## src/sv/csp_pkg.sv

```systemverilog
// Shared types and codes of the chunk stream parser.
package csp_pkg;

  // Parse phases
  localparam logic [3:0] PH_START         = 4'd0;
  localparam logic [3:0] PH_DOC_OR_END    = 4'd1;
  localparam logic [3:0] PH_DOC_ID        = 4'd2;
  localparam logic [3:0] PH_DOC_NUL       = 4'd3;
  localparam logic [3:0] PH_STREAM_OR_END = 4'd4;
  localparam logic [3:0] PH_STREAM_ID     = 4'd5;
  localparam logic [3:0] PH_STREAM_NUL    = 4'd6;
  localparam logic [3:0] PH_TERM_OR_END   = 4'd7;
  localparam logic [3:0] PH_TERM          = 4'd8;
  localparam logic [3:0] PH_DONE          = 4'd9;
  localparam logic [3:0] PH_FAULT         = 4'd10;

  // Event codes
  localparam logic [3:0] EV_FILE_ENTER   = 4'd0;
  localparam logic [3:0] EV_FILE_EXIT    = 4'd1;
  localparam logic [3:0] EV_DOC_ENTER    = 4'd2;
  localparam logic [3:0] EV_DOC_EXIT     = 4'd3;
  localparam logic [3:0] EV_STREAM_ENTER = 4'd4;
  localparam logic [3:0] EV_STREAM_EXIT  = 4'd5;
  localparam logic [3:0] EV_TERM_BYTE    = 4'd6;
  localparam logic [3:0] EV_TERM_END     = 4'd7;
  localparam logic [3:0] EV_ERROR        = 4'd8;

  // Error codes
  localparam logic [1:0] ERR_HEX   = 2'd0;
  localparam logic [1:0] ERR_NUL   = 2'd1;
  localparam logic [1:0] ERR_TRUNC = 2'd2;

  // Characters
  localparam logic [7:0] CH_NUL  = 8'h00;
  localparam logic [7:0] CH_ZERO = 8'h30;
  localparam logic [7:0] CH_NINE = 8'h39;
  localparam logic [7:0] CH_A    = 8'h61;
  localparam logic [7:0] CH_F    = 8'h66;

  typedef struct packed {
    logic [3:0]  ev;
    logic [63:0] value;
    logic [1:0]  code;
  } event_t;

  // Events caused by one byte: e0 always, e1 when two is set
  typedef struct packed {
    logic   two;
    event_t e0;
    event_t e1;
  } bundle_t;

endpackage

```

## src/sv/csp_in_if.sv

```systemverilog
// Byte input channel of the chunk stream parser.
interface csp_in_if;
  logic       valid;
  logic       ready;
  logic [7:0] data_byte;
  logic       last_byte;

  modport source (output valid, output data_byte, output last_byte, input ready);
  modport sink (input valid, input data_byte, input last_byte, output ready);
endinterface

```

## src/sv/csp_out_if.sv

```systemverilog
// Event output channel of the chunk stream parser.
interface csp_out_if;
  logic        valid;
  logic        ready;
  logic [3:0]  event_res;
  logic [63:0] value;
  logic [1:0]  error_code;

  modport source (output valid, output event_res, output value, output error_code,
                  input ready);
  modport sink (input valid, input event_res, input value, input error_code,
                output ready);
endinterface

```

## src/sv/csp_front.sv

```systemverilog
// Front end: accepts bytes, runs the parse state and bundles the events of each byte.
module csp_front #(
  parameter int unsigned DOC_ID_DIGITS    = 16,
  parameter int unsigned STREAM_ID_DIGITS = 2
) (
  input  logic             clk,
  input  logic             rst_n,
  csp_in_if.sink           in_ch,
  output logic             push_valid,
  output csp_pkg::bundle_t push_data,
  input  logic             push_ready
);
  import csp_pkg::*;

  localparam logic [4:0] DOC_LIM    = 5'(DOC_ID_DIGITS);
  localparam logic [4:0] STREAM_LIM = 5'(STREAM_ID_DIGITS);

  logic [3:0]  phase_r, phase_nxt;
  logic [4:0]  dcnt_r, dcnt_nxt;
  logic [63:0] acc_r, acc_nxt;

  logic        accept;
  logic [7:0]  b;
  logic [3:0]  ph;
  logic        file_ev, main_v, trunc_v;
  event_t      main_e, file_e, trunc_e, slot1_e;
  logic        is_hex;
  logic [3:0]  nib;
  logic        dig_start, dig_doc;
  logic [63:0] base_acc;
  logic [4:0]  base_cnt, cnt_inc, dig_lim;

  assign in_ch.ready = push_ready;
  assign accept      = in_ch.valid && push_ready;
  assign b           = in_ch.data_byte;

  always_comb begin
    is_hex = 1'b0;
    nib    = '0;
    if (b inside {[CH_ZERO:CH_NINE]}) begin
      is_hex = 1'b1;
      nib    = 4'(b - CH_ZERO);
    end else if (b inside {[CH_A:CH_F]}) begin
      is_hex = 1'b1;
      nib    = 4'(b - CH_A + 8'd10);
    end
  end

  always_comb begin
    file_ev   = (phase_r == PH_START);
    ph        = file_ev ? PH_DOC_OR_END : phase_r;
    // Id digit path: a hex digit in a list phase starts a fresh id
    dig_start = (ph == PH_DOC_OR_END) || (ph == PH_STREAM_OR_END);
    dig_doc   = (ph == PH_DOC_OR_END) || (ph == PH_DOC_ID);
    base_acc  = dig_start ? '0 : acc_r;
    base_cnt  = dig_start ? '0 : dcnt_r;
    cnt_inc   = base_cnt + 5'd1;
    dig_lim   = dig_doc ? DOC_LIM : STREAM_LIM;

    phase_nxt = ph;
    dcnt_nxt  = dcnt_r;
    acc_nxt   = acc_r;
    main_v    = 1'b0;
    main_e    = '{ev: EV_ERROR, value: '0, code: ERR_HEX};

    case (ph)
      PH_DOC_OR_END, PH_DOC_ID, PH_STREAM_OR_END, PH_STREAM_ID: begin
        if (dig_start && b == CH_NUL) begin
          main_v    = 1'b1;
          main_e.ev = (ph == PH_DOC_OR_END) ? EV_FILE_EXIT : EV_DOC_EXIT;
          phase_nxt = (ph == PH_DOC_OR_END) ? PH_DONE : PH_DOC_OR_END;
        end else if (!is_hex) begin
          main_v    = 1'b1;
          phase_nxt = PH_FAULT;
        end else begin
          acc_nxt  = {base_acc[59:0], nib};
          dcnt_nxt = cnt_inc;
          if (cnt_inc >= dig_lim) begin
            phase_nxt = dig_doc ? PH_DOC_NUL : PH_STREAM_NUL;
          end else begin
            phase_nxt = dig_doc ? PH_DOC_ID : PH_STREAM_ID;
          end
        end
      end
      PH_DOC_NUL, PH_STREAM_NUL: begin
        main_v = 1'b1;
        if (b == CH_NUL) begin
          main_e.ev    = (ph == PH_DOC_NUL) ? EV_DOC_ENTER : EV_STREAM_ENTER;
          main_e.value = acc_r;
          phase_nxt    = (ph == PH_DOC_NUL) ? PH_STREAM_OR_END : PH_TERM_OR_END;
        end else begin
          main_e.code = ERR_NUL;
          phase_nxt   = PH_FAULT;
        end
      end
      PH_TERM_OR_END, PH_TERM: begin
        main_v = 1'b1;
        if (b == CH_NUL) begin
          main_e.ev = (ph == PH_TERM_OR_END) ? EV_STREAM_EXIT : EV_TERM_END;
          phase_nxt = (ph == PH_TERM_OR_END) ? PH_STREAM_OR_END : PH_TERM_OR_END;
        end else begin
          main_e.ev    = EV_TERM_BYTE;
          main_e.value = {56'd0, b};
          phase_nxt    = PH_TERM;
        end
      end
      default: begin
        // closed or faulted: drop the byte
        if (ph != PH_DONE) begin
          phase_nxt = PH_FAULT;
        end
      end
    endcase

    trunc_v = in_ch.last_byte &&
              (phase_r != PH_DONE) && (phase_r != PH_FAULT) &&
              (phase_nxt != PH_DONE) && (phase_nxt != PH_FAULT);

    // Last byte rearms the parser
    if (in_ch.last_byte) begin
      phase_nxt = PH_START;
      dcnt_nxt  = '0;
      acc_nxt   = '0;
    end
  end

  // Pack up to two events in order: file enter, byte event, truncation
  always_comb begin
    file_e  = '{ev: EV_FILE_ENTER, value: '0, code: ERR_HEX};
    trunc_e = '{ev: EV_ERROR, value: '0, code: ERR_TRUNC};
    slot1_e = main_v ? main_e : trunc_e;
    push_data.e0  = file_ev ? file_e : slot1_e;
    push_data.e1  = file_ev ? slot1_e : trunc_e;
    push_data.two = (file_ev && (main_v || trunc_v)) || (main_v && trunc_v);
    push_valid    = accept && (file_ev || main_v || trunc_v);
  end

  always_ff @(posedge clk) begin
    if (!rst_n) begin
      phase_r <= PH_START;
      dcnt_r  <= '0;
      acc_r   <= '0;
    end else if (accept) begin
      phase_r <= phase_nxt;
      dcnt_r  <= dcnt_nxt;
      acc_r   <= acc_nxt;
    end
  end

endmodule

```

## src/sv/csp_queue.sv

```systemverilog
// Two-entry bundle queue between the parse front end and the event back end.
module csp_queue (
  input  logic             clk,
  input  logic             rst_n,
  input  logic             push_valid,
  input  csp_pkg::bundle_t push_data,
  output logic             push_ready,
  output logic             pop_valid,
  output csp_pkg::bundle_t pop_data,
  input  logic             pop_ready
);
  import csp_pkg::*;

  bundle_t    mem_r [2];
  logic       wr_ptr_r, rd_ptr_r;
  logic [1:0] cnt_r, cnt_nxt;
  logic       do_push, do_pop;

  assign push_ready = (cnt_r != 2'd2);
  assign pop_valid  = (cnt_r != 2'd0);
  assign pop_data   = mem_r[rd_ptr_r];
  assign do_push    = push_valid && push_ready;
  assign do_pop     = pop_valid && pop_ready;

  always_comb begin
    cnt_nxt = cnt_r;
    if (do_push && !do_pop) begin
      cnt_nxt = cnt_r + 2'd1;
    end else if (do_pop && !do_push) begin
      cnt_nxt = cnt_r - 2'd1;
    end
  end

  always_ff @(posedge clk) begin
    if (!rst_n) begin
      cnt_r    <= '0;
      wr_ptr_r <= 1'b0;
      rd_ptr_r <= 1'b0;
    end else begin
      cnt_r <= cnt_nxt;
      if (do_push) wr_ptr_r <= !wr_ptr_r;
      if (do_pop)  rd_ptr_r <= !rd_ptr_r;
    end
  end

  always_ff @(posedge clk) begin
    if (do_push) begin
      mem_r[wr_ptr_r] <= push_data;
    end
  end

endmodule

```

## src/sv/csp_back.sv

```systemverilog
// Back end: splits each bundle into single events behind an output register.
module csp_back (
  input  logic             clk,
  input  logic             rst_n,
  input  logic             pop_valid,
  input  csp_pkg::bundle_t pop_data,
  output logic             pop_ready,
  csp_out_if.source        out_ch
);
  import csp_pkg::*;

  logic   sel_r, sel_nxt;
  logic   ov_r;
  event_t ev_r;
  logic   load;

  assign load      = pop_valid && (!ov_r || out_ch.ready);
  assign pop_ready = load && (sel_r || !pop_data.two);
  assign sel_nxt   = !sel_r && pop_data.two;

  always_ff @(posedge clk) begin
    if (!rst_n) begin
      ov_r  <= 1'b0;
      sel_r <= 1'b0;
    end else if (load) begin
      ov_r  <= 1'b1;
      sel_r <= sel_nxt;
    end else if (out_ch.ready) begin
      ov_r <= 1'b0;
    end
  end

  always_ff @(posedge clk) begin
    if (load) begin
      ev_r <= sel_r ? pop_data.e1 : pop_data.e0;
    end
  end

  assign out_ch.valid      = ov_r;
  assign out_ch.event_res  = ev_r.ev;
  assign out_ch.value      = ev_r.value;
  assign out_ch.error_code = ev_r.code;

endmodule

```

## src/sv/chunk_stream_parser_core.sv

```systemverilog
// Chunk stream parser top level: byte in, parse events out.
// Path: an accepted byte's bundle is written into the queue, then its first event
// into the output register; a second event of the same byte follows the first there.
// Throughput: one byte per cycle while the queue has room; output drains one event per
// cycle, so a two-event byte leaves the queue after both. ID digits cause no event of their own.
// Reset (synchronous, rst_n low): parser waits for the first byte of a chunk,
// queue and output register are empty.
module chunk_stream_parser_core #(
  parameter int unsigned DOC_ID_DIGITS    = 16,
  parameter int unsigned STREAM_ID_DIGITS = 2
) (
  input  logic      clk,
  input  logic      rst_n,
  csp_in_if.sink    in_ch,
  csp_out_if.source out_ch
);
  import csp_pkg::*;

  // Front to queue
  logic    push_valid, push_ready;
  bundle_t push_data;
  // Queue to back
  logic    pop_valid, pop_ready;
  bundle_t pop_data;

  // Parse each accepted byte; hold input while the queue is full
  csp_front #(
    .DOC_ID_DIGITS    (DOC_ID_DIGITS),
    .STREAM_ID_DIGITS (STREAM_ID_DIGITS)
  ) u_front (
    .clk        (clk),
    .rst_n      (rst_n),
    .in_ch      (in_ch),
    .push_valid (push_valid),
    .push_data  (push_data),
    .push_ready (push_ready)
  );

  // Decouple parsing from output stalls
  csp_queue u_queue (
    .clk        (clk),
    .rst_n      (rst_n),
    .push_valid (push_valid),
    .push_data  (push_data),
    .push_ready (push_ready),
    .pop_valid  (pop_valid),
    .pop_data   (pop_data),
    .pop_ready  (pop_ready)
  );

  // Advance one event per cycle into the output register while out_ch.ready allows
  csp_back u_back (
    .clk       (clk),
    .rst_n     (rst_n),
    .pop_valid (pop_valid),
    .pop_data  (pop_data),
    .pop_ready (pop_ready),
    .out_ch    (out_ch)
  );

  // Error code is only meaningful on error events
  a_code_only_on_error: assert property (@(posedge clk) disable iff (!rst_n)
    out_ch.valid && (out_ch.event_res != EV_ERROR) |-> out_ch.error_code == ERR_HEX)
    else $error("error code set on a non-error event");

  // Value carries data only for doc enter, stream enter and term byte
  a_value_zero: assert property (@(posedge clk) disable iff (!rst_n)
    out_ch.valid && (out_ch.event_res != EV_DOC_ENTER) &&
    (out_ch.event_res != EV_STREAM_ENTER) && (out_ch.event_res != EV_TERM_BYTE)
    |-> out_ch.value == 64'd0)
    else $error("nonzero value on an event without data");

  // Nothing comes out right after reset
  a_quiet_after_reset: assert property (@(posedge clk)
    $past(!rst_n) |-> !out_ch.valid)
    else $error("output valid right after reset");

  // A bundle with a second event never leaves the queue on its first event
  a_two_event_split: assert property (@(posedge clk) disable iff (!rst_n)
    pop_valid && pop_ready |-> !pop_data.two || $past(pop_valid && !pop_ready))
    else $error("two-event bundle popped without emitting its first event");

endmodule
```

## src/flat_wrapper.sv

```systemverilog
// flat-port wrapper written by rule: the top's interface ports become plain ports
module chunk_stream_parser_core_flat import csp_pkg::*;
#(
  parameter int unsigned DOC_ID_DIGITS    = 16,
  parameter int unsigned STREAM_ID_DIGITS = 2
)
  (clk, rst_n, in_ch_valid, in_ch_data_byte, in_ch_last_byte, in_ch_ready, out_ch_valid, out_ch_event_res, out_ch_value, out_ch_error_code, out_ch_ready);
  csp_in_if in_ch_i ();
  csp_out_if out_ch_i ();
  input  logic clk;
  input  logic rst_n;
  input wire logic [$bits(in_ch_i.valid)-1:0] in_ch_valid;
  input wire logic [$bits(in_ch_i.data_byte)-1:0] in_ch_data_byte;
  input wire logic [$bits(in_ch_i.last_byte)-1:0] in_ch_last_byte;
  output wire logic [$bits(in_ch_i.ready)-1:0] in_ch_ready;
  output wire logic [$bits(out_ch_i.valid)-1:0] out_ch_valid;
  output wire logic [$bits(out_ch_i.event_res)-1:0] out_ch_event_res;
  output wire logic [$bits(out_ch_i.value)-1:0] out_ch_value;
  output wire logic [$bits(out_ch_i.error_code)-1:0] out_ch_error_code;
  input wire logic [$bits(out_ch_i.ready)-1:0] out_ch_ready;
  assign in_ch_i.valid = in_ch_valid;
  assign in_ch_i.data_byte = in_ch_data_byte;
  assign in_ch_i.last_byte = in_ch_last_byte;
  assign in_ch_ready = in_ch_i.ready;
  assign out_ch_valid = out_ch_i.valid;
  assign out_ch_event_res = out_ch_i.event_res;
  assign out_ch_value = out_ch_i.value;
  assign out_ch_error_code = out_ch_i.error_code;
  assign out_ch_i.ready = out_ch_ready;
  chunk_stream_parser_core #(.DOC_ID_DIGITS(DOC_ID_DIGITS), .STREAM_ID_DIGITS(STREAM_ID_DIGITS)) u_core (.clk(clk), .rst_n(rst_n), .in_ch(in_ch_i), .out_ch(out_ch_i));
endmodule
```

## config.mk

```make
export PLATFORM = sky130hd
export DESIGN_NAME = chunk_stream_parser_core_flat
export DESIGN_NICKNAME = d
export VERILOG_FILES = /design/src/sv/csp_pkg.sv /design/src/sv/csp_in_if.sv /design/src/sv/csp_out_if.sv /design/src/sv/csp_front.sv /design/src/sv/csp_queue.sv /design/src/sv/csp_back.sv /design/src/sv/chunk_stream_parser_core.sv /design/src/flat_wrapper.sv
export SDC_FILE = /design/constraint.sdc
export NUM_CORES = 1
export LEC_CHECK = 0
export ABC_AREA = 0
export BUFFER_PORTS_ARGS = -buffer_cell sky130_fd_sc_hd__buf_2
export CELL_PAD_IN_SITES_DETAIL_PLACEMENT = 1
export CELL_PAD_IN_SITES_GLOBAL_PLACEMENT = 2
export CORE_MARGIN = 4
export CORE_UTILIZATION = 46
export CTS_CLUSTER_SIZE = 24
export DETAILED_ROUTE_END_ITERATION = 8
export GPL_TIMING_DRIVEN = 1
export PLACE_DENSITY = 0.84
export SLEW_MARGIN = 20
export SYNTH_ARGS = -nofsm -noshare
export SYNTH_HDL_FRONTEND = slang
export SYNTH_SLANG_ARGS = --single-unit
```

## constraint.sdc

```tcl
create_clock -name clk -period 17.6 [get_ports clk]
set_input_delay 2.64 -clock clk [delete_from_list [all_inputs] [get_ports clk]]
set_output_delay 2.64 -clock clk [all_outputs]
set_load 0.01 [all_outputs]
```

After elaboration in Yosys (flattened, before gate mapping) --
Memory sizes are Yosys's and may differ from the RTL's. A register that Yosys moved wholly into a read port is not among the register bits. Cells that the tools add are included.
Storage, ports and cells: output and inout port bits 72, flip-flop bits (word level) 149, input bits 13, memories 1, bits in writable memories 282
Memories:
- u_core.u_queue.mem_r | words 2, width 141, rd ports 1, clocked after memory_dff 1, write ports 1, RTL line csp_queue.sv:14 | bundle_t mem_r [2];
Cells by class: reductions and logical operators 45, add/sub/neg operators 6, $lt $le $gt $ge 5, multiplexer cells 55, equal/unequal tests 15
Operator list (count):
- $mux 70 | 4
- $mux 64 | 4
- $pmux 64 s2 | 1
- $mux 68 | 1
- $mux 60 | 1
- $mux 4 | 11
- $mux 5 | 6
- $pmux 4 s3 | 2
- $ne 4x4->1 const B | 5
- $logic_and 1x1->1 | 18
- $eq 4x3->1 const B | 4
- $mux 2 | 8
- $mux 3 | 4
- $mux 1 | 11
- $reduce_bool 2->1 | 5
- $eq 4x2->1 const B | 2
- $ge 8x6->1 const B | 1
- $ge 8x7->1 const B | 1
- $le 8x6->1 const B | 1
- $le 8x7->1 const B | 1
- $logic_not 8->1 | 1
- $logic_or 1x1->1 | 8
- $mux 8 | 1
- $reduce_or 4->1 | 2
- 14 further kinds | 23

Depth between registers and ports, before layout --
word-level depth 21, depth in mapped cells 23, gate-level depth less buffers 22

Hierarchy --
From an unflattened synthesis, not the netlist that was laid out.
Second synthesis, totals: cell total of the unflattened synthesis 1152, area, all modules 18484.0 um2
By module, submodules not included:
- csp_queue | area each 10789.1 um2, instances 1, seq. area each 8568.2 um2, cells an instance 463
- csp_front | area each 4299.1 um2, instances 1, seq. area each 1461.4 um2, cells an instance 529
- csp_back | area each 3395.8 um2, instances 1, seq. area each 2142.1 um2, cells an instance 160

Least setup slack after synthesis --
No wires, ideal clock.
path kind input port to flip-flop, start point in in_ch_data_byte[1], end point mem u_core.u_queue.mem_r[0][0] in the netlist's numbering, enable pin, cell stages on the path 9, data required time 16.786 ns, setup slack 3.158 ns, path buffers 0, arrival 13.628 ns, path through inv_1 -> ha_1 -> or3b_1 -> nand4_1 -> and2_1 -> o32ai_1 -> o31ai_4 -> a21boi_2 -> nor3_1
On the way: cells in the longest elaborated chain, start to end 15, elaborated cells on any way between the ends 28
RTL lines:
- start: declaration | RTL line flat_wrapper.sv:13 | input wire logic [$bits(in_ch_i.data_byte)-1:0] in_ch_data_byte;
- $ge 8x7->1 or $le 8x7->1 (tied branches) | RTL line csp_front.sv:43 | end else if (b inside {[CH_A:CH_F]}) begin
- $logic_and 1x1->1 | RTL line csp_front.sv:43
- $mux 1 | RTL line csp_front.sv:43
- $mux 1 | RTL line csp_front.sv:40 | if (b inside {[CH_ZERO:CH_NINE]}) begin
- $mux 4 | RTL line csp_front.sv:72 | end else if (!is_hex) begin
- $mux 4 | RTL line csp_front.sv:68 | if (dig_start && b == CH_NUL) begin
- $pmux 4 s3 | RTL line csp_front.sv:66 | case (ph)
- $ne 4x4->1 | RTL line csp_front.sv:117 | (phase_nxt != PH_DONE) && (phase_nxt != PH_FAULT);
- $logic_and 1x1->1 | RTL line csp_front.sv:116 | (phase_r != PH_DONE) && (phase_r != PH_FAULT) &&
- $logic_and 1x1->1 | RTL line csp_front.sv:117
- $logic_or 1x1->1 (*) | RTL line csp_front.sv:135 | push_valid = accept && (file_ev || main_v || trunc_v);
- $logic_and 1x1->1 (*) | RTL line csp_front.sv:135
- $logic_and 1x1->1 (*) | RTL line csp_queue.sv:22 | assign do_push = push_valid && push_ready;
- $mux 1 (*) | RTL line csp_queue.sv:47 | if (do_push) begin
- $mux 1 (implied by the code) (*) | RTL line csp_queue.sv:48 | mem_r[wr_ptr_r] <= push_data;
- end: declaration | RTL line csp_queue.sv:14
Mark *: on every way between the ends. The rest lies on a longest branch, timed or not.

Worst setup path after layout --
start point in in_ch_data_byte[0], end point mem u_core.u_queue.mem_r[1][134] in the netlist's numbering, enable pin
Same word-level chain as after synthesis.

==> results.toml <==
[status]
status = "finished clean"

[detailed_routing]
drc = 0
ant_nets = 0
dr.pass1.iters = 4
vias = 8651
wl_per_cell_um = 19.7
avgViaCountPerCell = 5.23
drt_iter0_drc = 531
wirelength_um = 32600

[timing]
fin_skew_ns = 0.0172
finalSetupViolCount = 0
tns_ns = 0
worst_pin_slew_ns = 1.02
rsz0062_at_grt = "no"
holdWs_ns = 0.540
final_max_slew_viol_count = 0
fin_crit_ns = 5.93
post-route-period-util_pct = 33.7
finalHoldViolCount = 0
max_freq_mhz = 169
maxSlewHeadroom_pct = 31.5

[critical_path]
path_cells = "buf_2, inv_1, ha_1, o21ba_2, o211ai_4, and2_1, o32ai_1, o31ai_4, a21boi_2, nor3b_4, buf_4, buf_6"
path_buf_inv = 4
crit_arrival_ns = 6.11
path_delay_family = "buffers and inverters"
critPathLaunchType = "primary input"
cp_slowest_cell = "buf_6"
path_class = "in -> reg"
crit_fanout = 82
crit_required_ns = 17.77
endpoint_kind = "flop"
regToRegSetupSlack_ns = 11.98
max_stage_delay_ns = 0.71

[grt]
grt_pass1_wl_um = 52500
grt_max_degree = 84
antenna_found_initial = 0
grtUsageTotal_pct = 17.1
busiest_layer = "met2"
grt_use_met3_pct = 2.93
overflow = 0
gr-usage-met1_pct = 23.9
first_global_vias = 9255
grtUsageMet2_pct = 28.5

[die]
core_um2 = 35500
die_y_um = 197
initial_core_util_pct = 46.5
die_area_um2 = 39000
ios = 85
fp.dieW_um = 197
row_count = 69

[synth]
synth_ff_type = "edfxtp_1"
synth_xor_area_share_pct = 0.477
synth_adder_area_share_pct = 0.682
synth_cell_type_count = 60
ys_seq_area_share_pct = 73.7
synth_seq_cells = 432
synth_mux_area_share_pct = 9.61
synth_area_um2 = 16500
synthSimpleGateAreaFrac_pct = 7.71
synthArstFlopShare_pct = 0
synth_top_family_by_area = "multiplexers"
synth_compound_area_share_pct = 6.08
netlist_instances = 937
synth.avg_cell_area_um2 = 17.6
synth_edf_count = 352
ys_warn_count = 0

[final_layout]
layout_common_cells = "edfxtp_1, conb_1, buf_2, dfxtp_1, nor2b_1"
final_common_cell = "edfxtp_1"
layout.nets = 1179
insertedDiodeCount = 0
final_util_pct = 54.4
stdcell_count = 1654
syn_to_final_growth_pct = 17.0
layout-drive-gt1-share_pct = 21.0

[clock_network]
cts_tree = "yes"
holdBufCountCts = 0
cts_max_level = 2
cts_made_buffers = 45
clk_latency_ns = 0.55
cts_setup_buffers = 0
clk_pin_slew_ns = 0.06
cts.path.max_buffers = 3
clock-sinks = 432
post_cts_resized = 0
cts-root-buf = "clkbuf_16"

[place]
placed_cells = 1571
io_buffers = 84
hpwlAfterDp_um = 19400
globalplace.congestion = 0.856

[power_and_ir_drop]
ir_drop_mv = 0.0935
totalPowerFinal_mw = 2.88
p_per_area_nw_per_um2 = 149
p_leak_nw = 6.66

[job]
cap_violations = 0

[hold_path]
worst_hold_path_type = "reg -> reg"
[sequential cells by signal, summed over array words and instances, names as in the netlist, named ones only]
name                             count
u_core.u_back.out_ch.error_code      2
u_core.u_back.out_ch.event_res       4
u_core.u_back.out_ch.valid           1
u_core.u_back.out_ch.value          64
u_core.u_back.sel_r                  1
u_core.u_front.acc_r                64
u_core.u_front.dcnt_r                5
u_core.u_front.phase_r               4
u_core.u_queue.cnt_r                 2
u_core.u_queue.mem_r               282
u_core.u_queue.rd_ptr_r              1
u_core.u_queue.wr_ptr_r              1
[per-stage QoR]
step	cell area, um2	setup WS (ns)
global route	19300	11.34
finish	19300	11.67
detailed placement	17900	10.74
floorplan	17000	3.16
global placement	17900	10.89
CTS	19300	11.33
[metal layers]
metal  share of wire [%]  vias up
met3                 4.2       47
li1                    -     3966
met5                   0        -
met2                  50      172
met1                  45     4466
met4                 1.6        0
[cell type report]
type / instances / area, um2
clock buffer: 59 / 1230
clock inverter: 24 / 190
fill: 3338 / 16200
inverter: 10 / 37.5
multi-input combinational: 573 / 4600
sequential: 432 / 12200
tap: 461 / 577
timing repair buffer: 95 / 510
[worst reg2reg max path: cells and delay by family, from the launching register on]
family / cells / cell delay [ns]
AO/OA/AOI/OAI: 8 / 1.45
adder cells (fa/ha/maj): 3 / 0.64
buffers and inverters: 4 / 1.53
flip-flops: 1 / 0.73
AND/OR/NAND/NOR: 5 / 0.85
[worst paths after layout]
path / end / from / depth (start not counted)
worst min register to register: u_core.u_queue.cnt_r[1] / u_core.u_queue.cnt_r[1] / 2
worst max-delay path: u_core.u_queue.mem_r[1][134] / in_ch_data_byte[0] / 12
worst min-delay path: u_core.u_queue.cnt_r[1] / u_core.u_queue.cnt_r[1] / 2
worst max register to register: u_core.u_queue.mem_r[1][134] / u_core.u_front.phase_r[0] / 20
[report_power, final]
group	internal, mW	switching, mW	leakage [nW]
Clock	0.522	0.377	0.702
Combinational	0.235	0.301	1.96
Sequential	1.36	0.0829	3.99
Total	2.12	0.761	6.66
[logic make-up after synthesis]
kind of cell	Yosys count
buffers and inverters	65
and+or+nand+nor	215
xor gates and xnor gates	9
other	1
muxes	71
adders and majority gates	9
AOI/OAI and AO/OA	135
DFF	432
[cell usage after synthesis, types with 3 or more instances]
cell        n  share of area [%]
mux4_2     70                9.5
xnor2_1     5               0.27
nand3_1     9               0.27
xor2_1      4               0.21
and2_1     65                2.5
ha_1        9               0.68
o21ai_1     4               0.12
nor3_1      6               0.18
a21oi_1    11               0.33
nand4_1     5               0.19
o211ai_1    3               0.14
a31oi_1     4               0.15
nor2b_1    71                2.7
a22o_1      6               0.32
inv_1       9               0.20
clkbuf_1   26               0.59
edfxtp_1  352                 64
nor2_1     17               0.39
nor3b_1     3               0.14
o21ai_0    13               0.39
dfxtp_1    80                9.7
nand2_1    24               0.55
a22oi_1    66                3.0
buf_2      25               0.76
Note: power is estimated with default switching activity, not from simulation.
